$ cat config.mk
export PLATFORM = sky130hd
export DESIGN_NAME = frame_run_length_histogram_top
export DESIGN_NICKNAME = d
export VERILOG_FILES = /design/src/frlh_pkg.sv /design/src/frame_run_length_histogram_top.sv /design/src/frlh_in_stage.sv /design/src/frlh_update.sv /design/src/frlh_out_stage.sv
export SDC_FILE = /design/constraint.sdc
export NUM_CORES = 2
export LEC_CHECK = 0
export CELL_PAD_IN_SITES_DETAIL_PLACEMENT = 0
export CELL_PAD_IN_SITES_GLOBAL_PLACEMENT = 1
export CORE_ASPECT_RATIO = 0.6
export CORE_UTILIZATION = 45
export CTS_CLUSTER_SIZE = 12
export DETAILED_ROUTE_END_ITERATION = 6
export DONT_BUFFER_PORTS = 1
export PLACE_DENSITY_LB_ADDON = 0.12
export SYNTH_ARGS = -nofsm -noshare
export SYNTH_HDL_FRONTEND = slang
export SYNTH_SLANG_ARGS = --single-unit
$ cat constraint.sdc
create_clock -name clk -period 8.7 [get_ports clk]
set_input_delay 0.87 -clock clk [delete_from_list [all_inputs] [get_ports clk]]
set_output_delay 0.87 -clock clk [all_outputs]
set_load 0.03 [all_outputs]
$ cat src/frlh_pkg.sv
package frlh_pkg;

    localparam int ENTRY_WIDTH  = 64;
    localparam int FRAME_WIDTH  = 55;
    localparam int COUNT_WIDTH  = 40;
    localparam int NUM_BUCKETS  = 11;
    localparam int BUCKET_WIDTH = $clog2(NUM_BUCKETS + 1);
    localparam int INDEX_WIDTH  = $clog2(NUM_BUCKETS);

    typedef logic [ENTRY_WIDTH-1:0]  entry_t;
    typedef logic [FRAME_WIDTH-1:0]  frame_t;
    typedef logic [COUNT_WIDTH-1:0]  count_t;
    typedef logic [BUCKET_WIDTH-1:0] bucket_t;
    typedef logic [INDEX_WIDTH-1:0]  index_t;

    // closed_bucket code when no run closed
    localparam bucket_t NO_BUCKET = BUCKET_WIDTH'(NUM_BUCKETS);

    typedef struct packed {
        logic    page_present;
        logic    joined_run;
        count_t  run_length;
        count_t  contiguous_pages;
        count_t  total_pages;
        count_t  largest_run;
        count_t  closed_runs;
        count_t  closed_length_sum;
        bucket_t closed_bucket;
        count_t  bucket_count;
    } result_t;

    function automatic count_t sat_inc(count_t v);
        return (&v) ? v : v + count_t'(1);
    endfunction

    function automatic count_t sat_add(count_t a, count_t b);
        logic [COUNT_WIDTH:0] s;
        s = {1'b0, a} + {1'b0, b};
        return s[COUNT_WIDTH] ? {COUNT_WIDTH{1'b1}} : s[COUNT_WIDTH-1:0];
    endfunction

    // floor(log2(r)), last bucket takes everything longer
    function automatic index_t bucket_of(count_t r);
        index_t idx;
        idx = '0;
        for (int i = 1; i < COUNT_WIDTH; i++)
        begin
            if (r[i])
            begin
                idx = (i >= NUM_BUCKETS - 1) ? INDEX_WIDTH'(NUM_BUCKETS - 1)
                                             : INDEX_WIDTH'(i);
            end
        end
        return idx;
    endfunction

endpackage

$ cat src/frame_run_length_histogram_top.sv
// Channel  | Handshake                   | Word
// ---------+-----------------------------+----------------------------------------
// entry    | entry_valid / entry_ready   | entry[63:0], frame number in bits 54:0
// result   | result_valid / result_ready | page_present .. bucket_count
//
// One word in, one word out. A word passes the input register, then
// the update logic loads the result register and the run state together.
// Sustained rate is one word per cycle unless the result side stalls, with
// a combinational run state update (adjacency compare, saturating adds, bucket select).
// Reset clears the run state and the histogram at once; no clearing pass.
// A stalled result register holds the update; the input register still
// takes a word when the result is drained in the same cycle.
module frame_run_length_histogram_top (
    input  logic                    clk,
    input  logic                    rst_n,
    input  logic                    entry_valid,
    output logic                    entry_ready,
    input  frlh_pkg::entry_t        entry,
    output logic                    result_valid,
    input  logic                    result_ready,
    output logic                    page_present,
    output logic                    joined_run,
    output frlh_pkg::count_t        run_length,
    output frlh_pkg::count_t        contiguous_pages,
    output frlh_pkg::count_t        total_pages,
    output frlh_pkg::count_t        largest_run,
    output frlh_pkg::count_t        closed_runs,
    output frlh_pkg::count_t        closed_length_sum,
    output frlh_pkg::bucket_t       closed_bucket,
    output frlh_pkg::count_t        bucket_count
);
    import frlh_pkg::*;

    logic    held_valid;
    entry_t  held_entry;
    logic    space;
    logic    fire;
    result_t next_res;
    result_t held_res;

    // a held word moves on when the result register is free or draining
    assign fire = held_valid && space;

    frlh_in_stage u_in (
        .clk         (clk),
        .rst_n       (rst_n),
        .entry_valid (entry_valid),
        .entry_ready (entry_ready),
        .entry       (entry),
        .fire        (fire),
        .held_valid  (held_valid),
        .held_entry  (held_entry)
    );

    frlh_update u_update (
        .clk   (clk),
        .rst_n (rst_n),
        .fire  (fire),
        .entry (held_entry),
        .res   (next_res)
    );

    frlh_out_stage u_out (
        .clk          (clk),
        .rst_n        (rst_n),
        .load         (fire),
        .res          (next_res),
        .space        (space),
        .result_valid (result_valid),
        .result_ready (result_ready),
        .held         (held_res)
    );

    assign page_present      = held_res.page_present;
    assign joined_run        = held_res.joined_run;
    assign run_length        = held_res.run_length;
    assign contiguous_pages  = held_res.contiguous_pages;
    assign total_pages       = held_res.total_pages;
    assign largest_run       = held_res.largest_run;
    assign closed_runs       = held_res.closed_runs;
    assign closed_length_sum = held_res.closed_length_sum;
    assign closed_bucket     = held_res.closed_bucket;
    assign bucket_count      = held_res.bucket_count;

    // a closed run restarts at length one and reports a nonzero bucket count
    a_close_restart: assert property (@(posedge clk) disable iff (!rst_n)
        result_valid && (closed_bucket != NO_BUCKET) |->
            page_present && !joined_run && (run_length == count_t'(1))
            && (bucket_count != '0))
        else $error("closed run result inconsistent");

    // a skipped or joined word never touches the histogram
    a_no_bucket: assert property (@(posedge clk) disable iff (!rst_n)
        result_valid && (!page_present || joined_run) |->
            (closed_bucket == NO_BUCKET) && (bucket_count == '0))
        else $error("histogram updated without a closed run");

    // a word taken into the result register with no new entry offered leaves the input side free
    a_fire_frees: assert property (@(posedge clk) disable iff (!rst_n)
        fire && !entry_valid |=> !held_valid && result_valid)
        else $error("pipeline lost track of a word");

endmodule

$ cat src/frlh_in_stage.sv
module frlh_in_stage (
    input  logic             clk,
    input  logic             rst_n,
    input  logic             entry_valid,
    output logic             entry_ready,
    input  frlh_pkg::entry_t entry,
    input  logic             fire,
    output logic             held_valid,
    output frlh_pkg::entry_t held_entry
);
    import frlh_pkg::*;

    logic   valid_reg;
    logic   valid_next;
    entry_t entry_reg;

    assign entry_ready = !valid_reg || fire;
    assign valid_next  = (entry_valid && entry_ready) ? 1'b1 : (fire ? 1'b0 : valid_reg);

    always_ff @(posedge clk or negedge rst_n)
    begin
        if (!rst_n)
            valid_reg <= 1'b0;
        else
            valid_reg <= valid_next;
    end

    always_ff @(posedge clk)
    begin
        if (entry_valid && entry_ready)
            entry_reg <= entry;
    end

    assign held_valid = valid_reg;
    assign held_entry = entry_reg;

endmodule

$ cat src/frlh_update.sv
module frlh_update (
    input  logic              clk,
    input  logic              rst_n,
    input  logic              fire,
    input  frlh_pkg::entry_t  entry,
    output frlh_pkg::result_t res
);
    import frlh_pkg::*;

    frame_t prev_frame_reg;
    count_t open_run_reg;
    count_t joined_count_reg;
    count_t page_count_reg;
    count_t longest_run_reg;
    count_t run_count_reg;
    count_t run_sum_reg;
    count_t hist_reg [NUM_BUCKETS];

    frame_t prev_frame_next;
    count_t open_run_next;
    count_t joined_count_next;
    count_t page_count_next;
    count_t longest_run_next;
    count_t run_count_next;
    count_t run_sum_next;
    count_t hist_inc;

    frame_t frame;
    logic   present;
    logic   adjacent;
    logic   closing;
    index_t idx;

    assign frame   = entry[FRAME_WIDTH-1:0];
    assign present = |frame;
    // one below counts only when the previous frame is nonzero; no wrap
    assign adjacent = (frame == prev_frame_reg)
                   || ({1'b0, frame} == ({1'b0, prev_frame_reg} + (FRAME_WIDTH+1)'(1)))
                   || ((|prev_frame_reg) && (frame == prev_frame_reg - frame_t'(1)));
    assign closing  = present && !adjacent;
    assign idx      = bucket_of(open_run_reg);
    assign hist_inc = sat_inc(hist_reg[idx]);

    always_comb
    begin
        prev_frame_next   = prev_frame_reg;
        open_run_next     = open_run_reg;
        joined_count_next = joined_count_reg;
        page_count_next   = page_count_reg;
        longest_run_next  = longest_run_reg;
        run_count_next    = run_count_reg;
        run_sum_next      = run_sum_reg;
        if (present)
        begin
            prev_frame_next = frame;
            page_count_next = sat_inc(page_count_reg);
            if (adjacent)
            begin
                joined_count_next = sat_inc(joined_count_reg);
                open_run_next     = sat_inc(open_run_reg);
            end
            else
            begin
                if (open_run_reg > longest_run_reg)
                    longest_run_next = open_run_reg;
                run_count_next = sat_inc(run_count_reg);
                run_sum_next   = sat_add(run_sum_reg, open_run_reg);
                open_run_next  = count_t'(1);
            end
        end
    end

    always_ff @(posedge clk or negedge rst_n)
    begin
        if (!rst_n)
        begin
            prev_frame_reg   <= '0;
            open_run_reg     <= count_t'(1);
            joined_count_reg <= '0;
            page_count_reg   <= '0;
            longest_run_reg  <= '0;
            run_count_reg    <= '0;
            run_sum_reg      <= '0;
            for (int i = 0; i < NUM_BUCKETS; i++)
                hist_reg[i] <= '0;
        end
        else if (fire)
        begin
            prev_frame_reg   <= prev_frame_next;
            open_run_reg     <= open_run_next;
            joined_count_reg <= joined_count_next;
            page_count_reg   <= page_count_next;
            longest_run_reg  <= longest_run_next;
            run_count_reg    <= run_count_next;
            run_sum_reg      <= run_sum_next;
            for (int i = 0; i < NUM_BUCKETS; i++)
            begin
                if (closing && (idx == INDEX_WIDTH'(i)))
                    hist_reg[i] <= hist_inc;
            end
        end
    end

    always_comb
    begin
        res.page_present      = present;
        res.joined_run        = present && adjacent;
        res.run_length        = open_run_next;
        res.contiguous_pages  = joined_count_next;
        res.total_pages       = page_count_next;
        res.largest_run       = longest_run_next;
        res.closed_runs       = run_count_next;
        res.closed_length_sum = run_sum_next;
        res.closed_bucket     = closing ? BUCKET_WIDTH'(idx) : NO_BUCKET;
        res.bucket_count      = closing ? hist_inc : '0;
    end

endmodule

$ cat src/frlh_out_stage.sv
module frlh_out_stage (
    input  logic              clk,
    input  logic              rst_n,
    input  logic              load,
    input  frlh_pkg::result_t res,
    output logic              space,
    output logic              result_valid,
    input  logic              result_ready,
    output frlh_pkg::result_t held
);
    import frlh_pkg::*;

    logic    valid_reg;
    logic    valid_next;
    result_t res_reg;

    assign space      = !valid_reg || result_ready;
    assign valid_next = load ? 1'b1 : (result_ready ? 1'b0 : valid_reg);

    always_ff @(posedge clk or negedge rst_n)
    begin
        if (!rst_n)
            valid_reg <= 1'b0;
        else
            valid_reg <= valid_next;
    end

    always_ff @(posedge clk)
    begin
        if (load)
            res_reg <= res;
    end

    assign result_valid = valid_reg;
    assign held         = res_reg;

endmodule

* Word level (Yosys, flattened, before mapping)
Index checks and enable logic that the tools add are counted.
** Storage, ports and cells
- RAM bits :: 0
- Memories kept :: 0
- Logic and storage cells :: 164
- Output and inout bits :: 288
- Bits in latches :: 0
- Register bits :: 1078
- Bits in read-only memories :: 0
** Operators by class
- Multipliers :: 0
- Div/mod/pow operators :: 0
- Shift-type cells :: 0
- Muxes and demuxes :: 64
- Order comparisons :: 2
- Equal/unequal tests :: 13
- Add/subtract/negate cells :: 8
- Bitwise logic cells :: 1
- Reduce and logical (&&, ||, !) cells :: 45
** Operators by type and width (count)
- 2-to-1 mux 40 bit :: 20
- adder 40 x 1 -> 40 bit (second input constant) :: 5
- AND reduction 40 bit :: 5
- binary-select mux 40 bit (select 4 bit) :: 1
- 2-to-1 mux 4 bit :: 38
- == test 55 bit :: 2
- OR reduction 55 bit :: 2
- adder 55 x 1 -> 56 bit (second input constant) :: 1
- == test 55 x 56 -> 1 bit :: 1
- subtractor 55 x 1 -> 55 bit (second input constant) :: 1
- adder 40 x 40 -> 41 bit :: 1
- greater-than comparator 40 bit :: 1
- AND reduction 2 bit :: 12
- == test 4 x 3 -> 1 bit (second input constant) :: 4
- logical AND 1 bit :: 16
- == test 4 bit (second input constant) :: 3
- == test 4 x 2 -> 1 bit (second input constant) :: 2
- greater-or-equal comparator 5 bit (second input constant) :: 1
- 2-to-1 mux 1 bit :: 5
- NOT 4 -> 5 bit :: 1
- == test 4 x 1 -> 1 bit (second input constant) :: 1
- zero test 4 bit :: 1
- logical OR 1 bit :: 4
- nonzero test 2 bit :: 2
- zero test 1 bit :: 3

* Longest topological paths before layout
- Depth after elaboration :: 45
- Gate-level depth with buffers :: 22
- Gate-level depth less buffers :: 15

* Hierarchy
From an unflattened synthesis, not the netlist that was laid out.
** Second synthesis, totals
- Cells, all modules :: 5402
- Area, all modules :: 54373.4 um^2
** Modules (own cells, without submodules)
- frlh_update :: area each 43755.7 um^2, times used 1, cells an instance 5044, seq. area each 18393.9 um^2
- frlh_out_stage :: area each 8635.8 um^2, times used 1, cells an instance 289, seq. area each 8613.3 um^2
- frlh_in_stage :: area each 1975.6 um^2, times used 1, cells an instance 68, seq. area each 1946.9 um^2
- frame_run_length_histogram_top :: area each 6.3 um^2, times used 1, cells an instance 1, seq. area each 0.0 um^2

* Worst setup path before layout
No wires, ideal clock.
- Path kind :: in2reg
- From :: in result_ready
- To :: reg u_out.res_reg (netlist bit u_out.held[0]), enable pin
- Setup time :: 0.762 ns
- Stages :: 5
- Arrival :: 9.393 ns
- Setup slack :: -1.455 ns
- Cells stage by stage :: nand2b_1 -> nand2_1 -> inv_2 -> clkbuf_1 -> clkbuf_1
** On the way
- Word-level cells in the longest chain between the ends :: 2
** RTL lines
- from (decl) :: line frame_run_length_histogram_top.sv:20 : input logic result_ready,
- logical OR 1 bit :: line frlh_out_stage.sv:17 : assign space = !valid_reg || result_ready;
- logical AND 1 bit :: line frame_run_length_histogram_top.sv:42 : assign fire = held_valid && space;
- named net fire :: line frame_run_length_histogram_top.sv:37 : logic fire;
- to (signal assigned) :: line frlh_out_stage.sv:31 : res_reg <= res;
- to (decl) :: line frlh_out_stage.sv:15 : result_t res_reg;
The timed path passes the listed nets, and every way through them passes these cells.
A chain may end at the register's enable or synchronous reset.

* Final worst setup path
- From :: reg u_update.open_run_reg[28]
- To :: reg u_update.hist_reg[122] in the netlist's numbering
** On the way
- Word-level cells in the longest chain between the ends :: 18
- Elaborated cells on any way between the ends :: 22
- Classes of those cells :: add/sub: 1; eq/ne: 1; mux: 16; bitwise: 1; reduce/logical: 3
** RTL lines
- from (decl) :: line frlh_update.sv:11 : count_t open_run_reg;
- from (signal assigned) :: line frlh_update.sv:78 : open_run_reg <= count_t'(1);
- from (signal assigned) :: line frlh_update.sv:90 : open_run_reg <= open_run_next;
- 2-to-1 mux 4 bit (*) (12 in a row) :: line frlh_pkg.sv:48 : if (r[i])
- NOT 4 -> 5 bit (implied by the code) :: line frlh_update.sv:42 : assign hist_inc = sat_inc(hist_reg[idx]);
- binary-select mux 40 bit (select 4 bit) :: line frlh_update.sv:42
- 2-to-1 mux 40 bit (implied by the code) (2 in a row) :: line frlh_update.sv:42
- adder 40 x 1 -> 40 bit or AND reduction 40 bit (tied branches) :: line frlh_pkg.sv:33 : return (&v) ? v : v + count_t'(1);
- 2-to-1 mux 40 bit :: line frlh_pkg.sv:33
- to (signal, indexed assignment) :: line frlh_update.sv:99 : hist_reg[i] <= hist_inc;
- to (decl) :: line frlh_update.sv:17 : count_t hist_reg [NUM_BUCKETS];
Every way passes the cells marked *; elsewhere a longest branch is shown, timed or not. The select of a mux whose other input is x is not followed.

==> out/results.ini <==
[yosys]
synth.avg_cell_area_um2 = 10.19
ys_ff_latch = 1078
synth-main-ff-cell = dfrtp_1
synth.distinct_cells = 105
yosysWarnings = 0
synth-edff-count = 341
netlist_instances = 5276
ys_seq_area_share_pct = 53.35
synth.area.top_cells = dfrtp_1 (34%), edfxtp_1 (19%), nand2_1 (5.7%), o21ai_0 (4.3%), xnor2_1 (3.7%)
synth_top_area_cell = dfrtp_1
syn_nets = 5432
synth_area_mm2 = 0.05377
ys_async_sr_fraction_pct = 68.37
synth_top_area_share_pct = 34.25

[die]
initial_utilization_pct = 45.72
rows = 97
die_h_um = 269.7
die_w_um = 448.2
fp.coreArea_mm2 = 0.1176
die_area_mm2 = 0.1209
ios = 356

[outcome]
status = finished clean

[timing]
tns_ns = 0
skew_ns = 0.04532
period_needed_ns = 7.341
finalSetupViolCount = 0
tightest_slew_ns = 1.391
rsz0062_at_grt = no
final_hold_viol_count = 0
max_freq_mhz = 136.2
final_max_slew_viol_count = 0
maxSlewHeadroom_pct = 7.238
fin_crit_sh_pct = 84.38

[setup_path]
crit_required_ns = 9.28
crit_buf_inv = 2
critPathMaxStageDelay_ns = 0.77
worst_setup_path_end_kind = flop
crit_type = flop to flop
crit_fanout = 14
crit_chain = nor4_1, nand4_1, a211o_1, nor2_4, a221oi_1, a211oi_1, ha_1, inv_1, nor4bb_1, buf_4, nand3_1, or4_1, nand2_1, xor2_1, o21ai_0
arrival_ns = 7.92
start_kind = flop
crit_slowest_cell = or4_1
crit_family = simple AND/OR/NAND/NOR gates

[pwr]
p_clk_share_pct = 32.6
pwr-share-comb_pct = 18.7
power.density_mw_per_mm2 = 235.9
seqPwrFrac_pct = 48.7
p_int_mw = 9.262
power_switching_mw = 4.612
irDropWorstVdd_v = 0.0001636
p_leak_nw = 24.40
swShare_pct = 33.24

[cts]
cts_setup_buffers = 0
clock_latency_ns = 0.76
clock-root-buffer = clkbuf_16
htreeDepth = 3
cts_tree = built
clock_path_buffers = 3
cts_sinks = 1078
clkTransAtPathRegs_ns = 0.07
ctsResizeCount = 0
cts_buffers = 108

[grt]
grt_pass1_wl_mm = 269.2
grt_antenna_before_repair = 8
grt_usage_pct = 30.32
grt_pass1_vias = 37510
grt_max_degree = 738
grt.overflow.total = 0

[route]
drt_iter0_markers = 4649
routedWlPerCell_um = 27.11
drcViolationCount = 0
vias = 40900
routed_wl_mm = 185.3
ant_nets = 0
firstDrtPassIters = 5
routed_via_density = 5.985

[cells_and_area]
drive_above_1_share_pct = 9.470
layout.cells.most_common = nand2_1
area_growth_pct = 9.374
fin_area_mm2 = 0.05881
largest_reg_flops = 440
layout_common_cells = nand2_1 (817), dfrtp_1 (736), o21ai_0 (456)
final_nets = 5315

[placed_design]
placed_area_mm2 = 0.05537
post-dp-hpwl_mm = 128.6
io_buffers = 0
place.gp.congestion = 0.9837

[job]
maxCapViolCount = 0

[min_path]
hold_path_class = input pin to async pin

==> area by class of cell <==
cell class | count | area, um^2
clock inverter | 24 | 239.0
clock buffer | 175 | 3075
sequential | 1078 | 28680
inverter | 91 | 349.1
antenna | 2 | 5.005
fill | 10830 | 58800
timing repair buffer | 126 | 1039
multi-input combinational | 3754 | 23430
tap | 1584 | 1982
==> power by group through the flow <==
stage / clock, mW / sequential [mW] / combinational, mW
3_5_place_dp: 0 / 6.84 / 2.45
4_1_cts: 4.61 / 6.75 / 2.46
3_3_place_gp: 0 / 6.84 / 2.43
2_1_floorplan: 0 / 6.60 / 1.80
6_report: 4.52 / 6.76 / 2.59
5_1_grt: 4.81 / 6.83 / 2.84
==> kinds of logic (layout without fill, tap and decap cells) <==
logic type / count (synthesis) / after routing / share of synthesized area [%]
xor+xnor: 445 / 445 / 7.249
flops: 1078 / 1078 / 53.35
mux: 191 / 191 / 4.100
other cells: 0 / 2 / 0
fa+ha+maj: 88 / 88 / 2.062
compound gates: 1047 / 1047 / 12.20
buf+inv: 444 / 416 / 3.481
simple gates: 1983 / 1983 / 17.56
==> per-layer routing <==
layer  GRT usage, %  routed length, um
met2          35.66              66220
met4          7.320               4447
met1          50.65              94090
met5              0                 13
met3          10.05              20480
==> final timing paths <==
| path | startpoint | to | slack [ns] | depth (start not counted) |
|---|---|---|---|---|
| setup / recovery | u_update.open_run_reg[28]$_DFFE_PN0P_ | u_update.hist_reg[122]$_DFFE_PN0P_ | 1.36 | 15 |
| hold / removal | rst_n | u_update.page_count_reg[11]$_DFFE_PN0P_ | 0.06 | 1 |
| setup reg to reg | u_update.open_run_reg[28]$_DFFE_PN0P_ | u_update.hist_reg[122]$_DFFE_PN0P_ | 1.36 | 15 |
| hold reg to reg | u_update.hist_reg[418]$_DFFE_PN0P_ | u_update.hist_reg[418]$_DFFE_PN0P_ | 0.47 | 2 |
| max in group asynchronous | rst_n | u_update.hist_reg[390]$_DFFE_PN0P_ | 6.65 | 2 |
| min in group clk | entry[29] | u_in.held_entry[29]$_DFFE_PP_ | 0.22 | 0 |
==> metrics by stage <==
stage | hold slack, ns | util [%] | worst slack (ns) | power (mW) | std cells
after floorplan | 0.4418 | - | 2.983 | 8.408 | 5276
final | 0.06116 | 50.00 | 1.359 | 13.87 | 6834
after CTS | -0.2046 | 49.90 | 1.585 | 13.83 | 6828
after global routing | 0.1243 | 50.00 | 1.063 | 14.48 | 6833
after detailed placement | 0.4626 | 47.08 | 1.563 | 9.286 | 6629
after global placement | 0.4542 | 47.08 | 1.726 | 9.267 | 6629
==> Yosys cell counts (14+ instances only) <==
cell and number:
and2_1 25, o22a_1 69, dfrtp_1 736, mux2_4 30, nand3_1 172, nor2b_1 20, mux2_2 114, a211oi_1 28
nor3_1 108, clkbuf_1 209, o31ai_1 15, a31oi_1 23, buf_1 34, and4_1 39, nor4_1 77, a221o_1 15
buf_4 17, mux2i_1 47, o21ai_1 55, buf_2 88, nand4_1 103, or4_1 28, ha_1 87, xor2_1 217
or3_1 28, a221oi_1 14, a21o_1 38, nor2_1 382, o21a_1 16, o211ai_1 16, inv_1 90, edfxtp_1 341
a21oi_1 114, and3_1 61, or2_2 14, o21ai_0 457, nand2b_1 25, o22ai_1 51, nand2_1 822, xnor2_1 228
(Power assumes the default switching activity.)
